**config.mk**
```make
export PLATFORM = sky130hd
export DESIGN_NAME = bresenham_line_rasterizer_top
export DESIGN_NICKNAME = d
export VERILOG_FILES = /design/src/blr_pkg.sv /design/src/blr_front.sv /design/src/blr_queue.sv /design/src/blr_back.sv /design/src/bresenham_line_rasterizer_top.sv
export SDC_FILE = /design/constraint.sdc
export NUM_CORES = 1
export LEC_CHECK = 0
export BUFFER_PORTS_ARGS = -buffer_cell sky130_fd_sc_hd__buf_2
export CAP_MARGIN = 10
export CORE_MARGIN = 1.5
export CORE_UTILIZATION = 55
export DETAILED_ROUTE_END_ITERATION = 8
export PLACE_DENSITY_LB_ADDON = 0.12
export SLEW_MARGIN = 20
export SYNTH_ARGS = -nofsm -noshare
export SYNTH_HDL_FRONTEND = slang
export SYNTH_SLANG_ARGS = --single-unit
```
**constraint.sdc**
```tcl
create_clock -name clk -period 20.6 [get_ports clk]
set_clock_uncertainty 0.1 [all_clocks]
set_input_delay 2.06 -clock clk [delete_from_list [all_inputs] [get_ports clk]]
set_output_delay 2.06 -clock clk [all_outputs]
set_load 0.05 [all_outputs]
```
**src/blr_pkg.sv**
```systemverilog
// ----------------------------------------------------------------------------
// blr_pkg: shared types and constants of the line rasterizer
// Coordinate, error and address widths, the command handed from the front
// end to the stepping engine, and a small span helper.
// ----------------------------------------------------------------------------
package blr_pkg;

  localparam int COORD_BITS    = 9;
  localparam int ERR_BITS      = COORD_BITS + 2;
  localparam int COLOR_BITS    = 16;
  localparam int ADDR_BITS     = 32;
  localparam int FRAME_ROWS    = 240;
  localparam int ROW_SHIFT     = 10;

  // Command queue between front end and stepping engine
  localparam int QUEUE_DEPTH = 4;
  localparam int QPTR_BITS   = $clog2(QUEUE_DEPTH);
  localparam int QCNT_BITS   = $clog2(QUEUE_DEPTH + 1);

  // Request kinds carried on the input tuser bit
  localparam logic ACT_LOAD = 1'b0;
  localparam logic ACT_STEP = 1'b1;

  typedef logic [COORD_BITS-1:0] coord_t;
  typedef logic [ERR_BITS-1:0]   err_t;
  typedef logic [COLOR_BITS-1:0] color_t;
  typedef logic [ADDR_BITS-1:0]  addr_t;

  // One classified request, with the line setup already worked out for loads
  typedef struct packed {
    logic   is_load;
    logic   steep;
    coord_t major_pos;
    coord_t major_end;
    coord_t minor_pos;
    coord_t major_delta;
    coord_t minor_delta;
    logic   minor_dir;
    color_t color;
  } cmd_t;

  // Absolute difference of two coordinates
  function automatic coord_t span(input coord_t a, input coord_t b);
    span = (a > b) ? coord_t'(a - b) : coord_t'(b - a);
  endfunction

endpackage

```
**src/blr_front.sv**
```systemverilog
// ----------------------------------------------------------------------------
// blr_front: request intake and line setup
// Accepts stream requests, classifies load versus step, and for a load picks
// the major axis, orders the endpoints and forms the deltas.
// ----------------------------------------------------------------------------
module blr_front import blr_pkg::*; (
  input  logic        s_axis_tvalid,
  output logic        s_axis_tready,
  input  logic [55:0] s_axis_tdata,   // x_start, y_start, x_end, y_end, color
  input  logic [0:0]  s_axis_tuser,   // action
  input  logic        q_full,
  output logic        q_push,
  output cmd_t        q_cmd
);

  coord_t xa, ya, xb, yb;
  coord_t ma, na, mb, nb;
  coord_t dx, dy;
  logic   steep;

  // Unpack the request
  assign xa = s_axis_tdata[8:0];
  assign ya = s_axis_tdata[17:9];
  assign xb = s_axis_tdata[26:18];
  assign yb = s_axis_tdata[35:27];

  // Take a request whenever the queue has room
  assign s_axis_tready = !q_full;
  assign q_push        = s_axis_tvalid && !q_full;

  assign dx    = span(xa, xb);
  assign dy    = span(ya, yb);
  assign steep = dy > dx;

  // Swap axes for a steep line, then order endpoints by the major axis
  always_comb begin
    coord_t m0, n0, m1, n1;
    m0 = steep ? ya : xa;
    n0 = steep ? xa : ya;
    m1 = steep ? yb : xb;
    n1 = steep ? xb : yb;
    if (m0 > m1) begin
      ma = m1; na = n1; mb = m0; nb = n0;
    end else begin
      ma = m0; na = n0; mb = m1; nb = n1;
    end
  end

  // Build the queue entry
  always_comb begin
    q_cmd.is_load     = (s_axis_tuser[0] == ACT_LOAD);
    q_cmd.steep       = steep;
    q_cmd.major_pos   = ma;
    q_cmd.major_end   = mb;
    q_cmd.minor_pos   = na;
    q_cmd.major_delta = coord_t'(mb - ma);
    q_cmd.minor_delta = span(na, nb);
    q_cmd.minor_dir   = !(na < nb);
    q_cmd.color       = s_axis_tdata[51:36];
  end

endmodule

```
**src/blr_queue.sv**
```systemverilog
// ----------------------------------------------------------------------------
// blr_queue: command queue
// Small register queue that lets intake and stepping stall independently.
// ----------------------------------------------------------------------------
module blr_queue import blr_pkg::*; (
  input  logic clk,
  input  logic rst,
  input  logic push,
  input  cmd_t push_cmd,
  input  logic pop,
  output logic full,
  output logic not_empty,
  output cmd_t head_cmd
);

  cmd_t                 entries [QUEUE_DEPTH];
  logic [QPTR_BITS-1:0] wr_ptr;
  logic [QPTR_BITS-1:0] rd_ptr;
  logic [QCNT_BITS-1:0] count;

  assign full      = (count == QCNT_BITS'(QUEUE_DEPTH));
  assign not_empty = (count != '0);
  assign head_cmd  = entries[rd_ptr];

  // Advance pointers and occupancy
  always_ff @(posedge clk) begin
    if (rst) begin
      wr_ptr <= '0;
      rd_ptr <= '0;
      count  <= '0;
    end else begin
      if (push) begin
        wr_ptr <= QPTR_BITS'(wr_ptr + 1'b1);
      end
      if (pop) begin
        rd_ptr <= QPTR_BITS'(rd_ptr + 1'b1);
      end
      if (push && !pop) begin
        count <= QCNT_BITS'(count + 1'b1);
      end else if (pop && !push) begin
        count <= QCNT_BITS'(count - 1'b1);
      end
    end
  end

  // Hold entry storage
  always_ff @(posedge clk) begin
    if (push) begin
      entries[wr_ptr] <= push_cmd;
    end
  end

endmodule

```
**src/blr_back.sv**
```systemverilog
// ----------------------------------------------------------------------------
// blr_back: Bresenham stepping engine
// Holds the line state, executes queued loads and steps, and drives the
// registered pixel output stream.
// ----------------------------------------------------------------------------
module blr_back import blr_pkg::*; (
  input  logic        clk,
  input  logic        rst,
  input  addr_t       buffer_base,
  input  logic        q_not_empty,
  input  cmd_t        q_cmd,
  output logic        q_pop,
  output logic        m_axis_tvalid,
  input  logic        m_axis_tready,
  output logic [71:0] m_axis_tdata,   // pixel_x, pixel_y, pixel_color, pixel_address
  output logic        m_axis_tlast    // last_pixel
);

  localparam addr_t ROW_TOP = ADDR_BITS'(FRAME_ROWS - 1);

  // Line state
  logic   busy;
  logic   steep;
  coord_t major_pos;
  coord_t major_end;
  coord_t minor_pos;
  coord_t major_delta;
  coord_t minor_delta;
  err_t   error_acc;
  logic   minor_dir;
  color_t draw_color;

  // Output register
  logic   out_valid;
  coord_t out_x;
  coord_t out_y;
  color_t out_color;
  addr_t  out_addr;
  logic   out_last;

  logic   out_free;
  logic   do_load;
  logic   do_pixel;
  coord_t px;
  coord_t py;
  logic   last;
  addr_t  row_off;
  addr_t  addr;
  err_t   err_sum;
  err_t   err_next;
  logic   minor_move;

  // Pop when the request can complete this cycle
  assign out_free = !out_valid || m_axis_tready;
  assign q_pop    = q_not_empty && (q_cmd.is_load || !busy || out_free);
  assign do_load  = q_pop && q_cmd.is_load;
  assign do_pixel = q_pop && !q_cmd.is_load && busy;

  // Current pixel in original orientation and its buffer address
  assign px      = steep ? minor_pos : major_pos;
  assign py      = steep ? major_pos : minor_pos;
  assign last    = (major_pos == major_end);
  assign row_off = addr_t'((ROW_TOP - addr_t'(py)) << ROW_SHIFT);
  assign addr    = addr_t'(buffer_base + row_off + addr_t'({px, 1'b0}));

  // Error update: step the minor axis when the error goes positive
  assign err_sum    = err_t'($signed(error_acc) + $signed({2'b00, minor_delta}));
  assign minor_move = ($signed(err_sum) > $signed(err_t'(0)));
  assign err_next   = minor_move ? err_t'(err_sum - {2'b00, major_delta}) : err_sum;

  // Load a line or advance one pixel
  always_ff @(posedge clk) begin
    if (rst) begin
      busy <= 1'b0;
    end else if (do_load) begin
      busy <= 1'b1;
    end else if (do_pixel && last) begin
      busy <= 1'b0;
    end
  end

  always_ff @(posedge clk) begin
    if (do_load) begin
      steep       <= q_cmd.steep;
      major_pos   <= q_cmd.major_pos;
      major_end   <= q_cmd.major_end;
      minor_pos   <= q_cmd.minor_pos;
      major_delta <= q_cmd.major_delta;
      minor_delta <= q_cmd.minor_delta;
      minor_dir   <= q_cmd.minor_dir;
      draw_color  <= q_cmd.color;
      error_acc   <= err_t'(err_t'(0) - err_t'(q_cmd.major_delta >> 1));
    end else if (do_pixel) begin
      error_acc <= err_next;
      if (minor_move) begin
        minor_pos <= minor_dir ? coord_t'(minor_pos - 1'b1) : coord_t'(minor_pos + 1'b1);
      end
      if (!last) begin
        major_pos <= coord_t'(major_pos + 1'b1);
      end
    end
  end

  // Hold the result until the consumer takes it
  always_ff @(posedge clk) begin
    if (rst) begin
      out_valid <= 1'b0;
    end else if (do_pixel) begin
      out_valid <= 1'b1;
    end else if (m_axis_tready) begin
      out_valid <= 1'b0;
    end
  end

  always_ff @(posedge clk) begin
    if (do_pixel) begin
      out_x     <= px;
      out_y     <= py;
      out_color <= draw_color;
      out_addr  <= addr;
      out_last  <= last;
    end
  end

  assign m_axis_tvalid = out_valid;
  assign m_axis_tdata  = {6'b0, out_addr, out_color, out_y, out_x};
  assign m_axis_tlast  = out_last;

endmodule

```
**src/bresenham_line_rasterizer_top.sv**
```systemverilog
// A step request goes through the queue, then the output register, to the output.
// One request per cycle when not stalled; each step is one add, compare and address sum.
// A four-entry command queue lets intake continue while the output stream is stalled.
// Reset (synchronous, rst high) empties the queue, drops the active line,
// clears the output valid and sets buffer_base to zero.
// ----------------------------------------------------------------------------
// bresenham_line_rasterizer_top: streaming Bresenham line rasterizer
// Front end sets up lines, the command queue decouples it from the stepping
// engine, which emits one pixel with its frame-buffer address per step.
// ----------------------------------------------------------------------------
module bresenham_line_rasterizer_top import blr_pkg::*; (
  input  logic        clk,
  input  logic        rst,
  input  logic        cfg_we,
  input  logic [31:0] cfg_wdata,      // buffer_base
  input  logic        s_axis_tvalid,
  output logic        s_axis_tready,
  input  logic [55:0] s_axis_tdata,   // x_start, y_start, x_end, y_end, color
  input  logic [0:0]  s_axis_tuser,   // action
  output logic        m_axis_tvalid,
  input  logic        m_axis_tready,
  output logic [71:0] m_axis_tdata,   // pixel_x, pixel_y, pixel_color, pixel_address
  output logic        m_axis_tlast    // last_pixel
);

  addr_t buffer_base;
  logic  q_push;
  logic  q_pop;
  logic  q_full;
  logic  q_not_empty;
  cmd_t  q_in;
  cmd_t  q_head;

  // Hold the buffer base register
  always_ff @(posedge clk) begin
    if (rst) begin
      buffer_base <= '0;
    end else if (cfg_we) begin
      buffer_base <= cfg_wdata;
    end
  end

  blr_front u_front (
    .s_axis_tvalid (s_axis_tvalid),
    .s_axis_tready (s_axis_tready),
    .s_axis_tdata  (s_axis_tdata),
    .s_axis_tuser  (s_axis_tuser),
    .q_full        (q_full),
    .q_push        (q_push),
    .q_cmd         (q_in)
  );

  blr_queue u_queue (
    .clk       (clk),
    .rst       (rst),
    .push      (q_push),
    .push_cmd  (q_in),
    .pop       (q_pop),
    .full      (q_full),
    .not_empty (q_not_empty),
    .head_cmd  (q_head)
  );

  blr_back u_back (
    .clk           (clk),
    .rst           (rst),
    .buffer_base   (buffer_base),
    .q_not_empty   (q_not_empty),
    .q_cmd         (q_head),
    .q_pop         (q_pop),
    .m_axis_tvalid (m_axis_tvalid),
    .m_axis_tready (m_axis_tready),
    .m_axis_tdata  (m_axis_tdata),
    .m_axis_tlast  (m_axis_tlast)
  );

endmodule
```
# == Word level (Yosys, flattened, before mapping) ==
# Memory sizes are Yosys's and may differ from the RTL's. A register that Yosys moved wholly into a read port is not among the register bits.
# Cells that the tools add are included.
# word_totals
elab_cells,111
reg_bits,182
mem_count,1
out_inout_bits,75
ram_bits,256
# mem_list
memory,depth,word_bits,read_ports,rd_clocked_by_memory_dff,wr,line_no,rtl
u_queue.entries,4,64,1,1,1,blr_queue.sv:16,cmd_t entries [QUEUE_DEPTH];
# classes
n_eq_ne,3
bitwise_logic,1
addsub,20
muxes,33
reduce_logical,26
n_lt_le_gt_ge,7
# ops
op,count
$mux 9,20
$sub 9x9->9,7
$gt 9x9->1,5
$mux 11,3
$add 32x10->32,1
$add 32x32->32,1
$add 9x1->9 const B,2
$add 11x10->11,1
$gt 11x1->1 const B,1
$sub 11x9->11,1
$reduce_bool 2->1,5
$sub 8x9->10 const A,1
$eq 9x9->1,1
$lt 9x9->1,1
$sub 1x8->9 const A,1
$sub 9x1->9 const B,1
$logic_and 1x1->1,8
$logic_not 1->1,7
$mux 1,6
$mux 3,2
$add 2x1->2 const B,2
$mux 2,2
$reduce_and 2->1,2
$add 3x1->3 const B,1
other kinds (6),8

# == Depth between registers and ports, before layout ==
# logic_depth
depth_word,9
ltp_mapped,50
depth_no_buf,45

# == Modules after synthesis ==
# A second synthesis with hierarchy kept.
# unflattened
cells_unflattened,1834
area_unflattened_um2,23497.5
# modules_own_cells
module,n_inst,cells_each,area_per_inst_um2
blr_queue,1,378,9740.6
blr_back,1,713,8206.6
blr_front,1,640,4386.7
bresenham_line_rasterizer_top,1,103,1163.6

# == Worst setup path before layout ==
# No wires, ideal clock.
# synth_path
kind,input-to-reg
start,in s_axis_tdata[13]
end,mem u_queue.entries[0][25] (netlist name) (data pin)
slack_ps,8719
stages,47
t_arrival_ps,11508
setup_time_ps,273
path_cell_list,inv_1 > ha_1 > clkbuf_1 > a21o_1 > a21oi_1 > nor2b_1 > o31a_1 > o21a_1 > o21ai_1 > clkbuf_1 > o221ai_1 > a41oi_1 > nand2_1 > xor2_1 > ha_1 > a211oi_2 > o21bai_1 > nand4b_1 > [11 not listed] > a21oi_2 > clkbuf_1 > buf_1 > nand2_1 > o211ai_1 > nand2_1 > ha_1 > nor2b_1 > o21ai_0 > a21oi_1 > o31a_1 > o21ai_0 > a22o_1 > buf_1 > o221ai_1 > a41oi_1 > a21oi_1 > xor2_1
# synth_rtl
item,line_no,rtl
"start, declared",bresenham_line_rasterizer_top.sv:18,"input logic [55:0] s_axis_tdata,"
"end, declared",blr_queue.sv:16,

==> impl_metrics.yaml <==
run_status:
  outcome: "completed"
floorplan:
  start_util: 0.556
  die_w_um: 206
  die_height_um: 206
  rows: 74
  num_io_pins: 169
  coreArea_sq_um: 40700
  die_area_sq_um: 42400
clocking:
  clockRootBuffer: "clkbuf_16"
  clk_pin_slew_ns: 0.06
  cts_sinks: 440
  htree_levels: 2
  cts_resized: 0
  tritoncts: "done"
  numCtsBuffers: 46
  cts_hold_buf: 0
  post_cts_buffers: 0
  cts.path.max_buffers: 3
  clk-insertion-delay-late_ns: 0.58
placed_design:
  placedCellCount: 2397
  hpwl_um: 34600
  port_buffers: 158
  gp_congestion: 0.921
layout:
  mostFrequentLayoutCell: "edfxtp_1"
  final_cell_mix: "397 x edfxtp_1, 158 x buf_2, 135 x inv_1"
  drive_above_1_share: 0.183
  instances_no_fill: 2484
  area_growth_pct: 12.4
  nNetsFinal: 2149
drt:
  route.met2.wl_um: 23800
  ant_nets: 0
  drt_iter0_drc: 1027
  drt-met1-wl_um: 21800
  vias: 14231
  wl_met3_um: 2640
  via_per_inst: 5.73
  routed_wl_um: 49500
  drc: 0
  routedWlPerCell_um: 19.9
  firstDrtPassIters: 7
  top_layer: "met5"
flow_run:
  drv_cap: 0
global_routing:
  antenna_found_initial: 3
  grt_pass1_wl_um: 75600
  grt_pass1_vias: 13981
  grt-ovfl-total: 0
  grt_start_max_net_pins: 66
  grt_usage: 0.234
timing:
  maxSlewViolCount: 0
  fmax_mhz: 71.7
  fin_crit_sh: 0.677
  tightestPinTransition_ns: 1.10
  relSlewSlack: 0.262
  setup_tns_ns: 0
  post-route-min-period_ns: 13.95
  rsz0062_at_grt: "false"
  setup_violations: 0
  hold_viol_final: 0
min_path:
  hold_class: "register to register"
worst_setup_path:
  crit_family: "compound AO/OA/AOI/OAI gates"
  criticalPathCategory: "input pin to register"
  start_kind: "input pin"
  worst_path_most_repeated_cell: "ha_1"
  cp.required_ns: 20.85
  path_buf_inv: 6
  crit_arrival_ns: 14.20
  critPathMaxFanout: 65
  worstSetupEndpointType: "register"
  cp_slowest_cell: "o21ai_0"
  worst_path_largest_cell_delay_ns: 0.75
synth:
  synth.area.top_cells: "edfxtp_1 53%, ha_1 7.2%, mux4_2 6.4%, dfxtp_1 3.8%, mux2i_1 3.4%"
  netlist_area_sq_um: 22700
  ys_async_sr_fraction: 0
  yosysUniqueCellTypes: 77
  ys_seq_area_frac: 0.564
  ys_warn_count: 0
  synth_area_per_cell_sq_um: 12.9
  synth_top_area_share: 0.526
  synth_edf_count: 397
  synth.largest_area_cell: "edfxtp_1"
  ys_ff_latch: 440
  ys.flop_type: "edfxtp_1"
  syn_inst: 1756
registers in the layout, summed over array words and instances (netlist names), named ones only:
register              cells
buffer_base              32
u_back.busy               1
u_back.draw_color        16
u_back.error_acc         11
u_back.m_axis_tlast       1
u_back.m_axis_tvalid      1
u_back.major_delta        9
u_back.major_end          9
u_back.major_pos          9
u_back.minor_delta        9
u_back.minor_dir          1
u_back.minor_pos          9
u_back.out_addr          32
u_back.out_color         16
u_back.out_x              9
u_back.out_y              9
u_back.steep              1
u_queue.count             3
u_queue.entries         256
u_queue.rd_ptr            2
u_queue.wr_ptr            2
kinds of logic (layout without fill, tap and decap cells):
logic type	count (synthesis)	in the layout	share of synthesized area
AO/OA/AOI/OAI	319	319	0.0909
XOR/XNOR	103	103	0.0398
adder cells (fa/ha/maj)	146	146	0.0838
buffers and inverters	206	395	0.0357
flip-flops	440	440	0.564
multiplexers	160	160	0.107
other	1	8	0.000166
AND/OR/NAND/NOR	381	381	0.0780
layout make-up:
| cell class | instances | area, sq um |
|---|---|---|
| sequential | 440 | 12800 |
| multi-input combinational | 1115 | 9120 |
| tap | 532 | 666 |
| clock inverter | 28 | 253 |
| inverter | 137 | 514 |
| timing repair buffer | 173 | 903 |
| antenna | 2 | 5.00 |
| clock buffer | 57 | 1210 |
| fill | 3116 | 15300 |
per-stage QoR:
step | hold WS, ns | worst slack [ns] | cell area, sq um | util
floorplan | 0.300 | 8.72 | 22700 | -
CTS | 0.317 | 6.50 | 25500 | 0.625
finish | 0.319 | 6.65 | 25500 | 0.625
detailed placement | 0.305 | 5.90 | 24000 | 0.589
global placement | 0.301 | 5.94 | 24000 | 0.589
global route | 0.321 | 5.57 | 25500 | 0.625
layer usage:
| layer | up-vias | GRT usage |
|---|---|---|
| met5 | - | 0 |
| met4 | 2 | 0.0730 |
| met1 | 6919 | 0.313 |
| met3 | 80 | 0.0361 |
| li1 | 6832 | - |
| met2 | 398 | 0.395 |
worst reg2reg max path: cells and delay by family, from the launching register on:
family	cells	cell delay [ns]
multiplexers	1	0.44
XOR/XNOR	1	0.08
AO/OA/AOI/OAI	10	2.68
flip-flops	1	0.85
buffers and inverters	1	0.10
adder cells (fa/ha/maj)	1	0.29
path summary, 6_finish.rpt:
path,startpoint,to,slack (ns),depth (start not counted)
worst min register to register,u_back.draw_color[4],u_back.out_color[4],0.32,0
worst max-delay path,s_axis_tdata[13],u_queue.entries[1][25],6.65,45
worst min-delay path,u_back.draw_color[4],u_back.out_color[4],0.32,0
worst max register to register,u_back.steep,u_back.out_addr[22],15.81,14
cell usage after synthesis, drive strengths merged, types with 4 or more instances:
cell type and n:
dfxtp 43, or2 11, ha 131, and3 15, or3 6, nand3 23
a21boi 5, nand4 12, o21a 11, o31a 4, xnor2 75, o211ai 24
nor2b 14, mux4 64, edfxtp 397, nor3 21, a21o 25, xor2 28
nor2 121, maj3 4, fa 11, o221ai 7, clkbuf 45, buf 24
nand2 118, and2 13, mux2 18, nor4 5, mux2i 78, a211oi 11
a21oi 111, o21ai 65, inv 137, a31oi 4, o31ai 5, o2bb2ai 5
nand2b 10, o21bai 8, a221oi 5
Power is left out: the tool's default activity adds up to more than one toggle a clock period on the data nets, which glitch-free logic cannot reach.
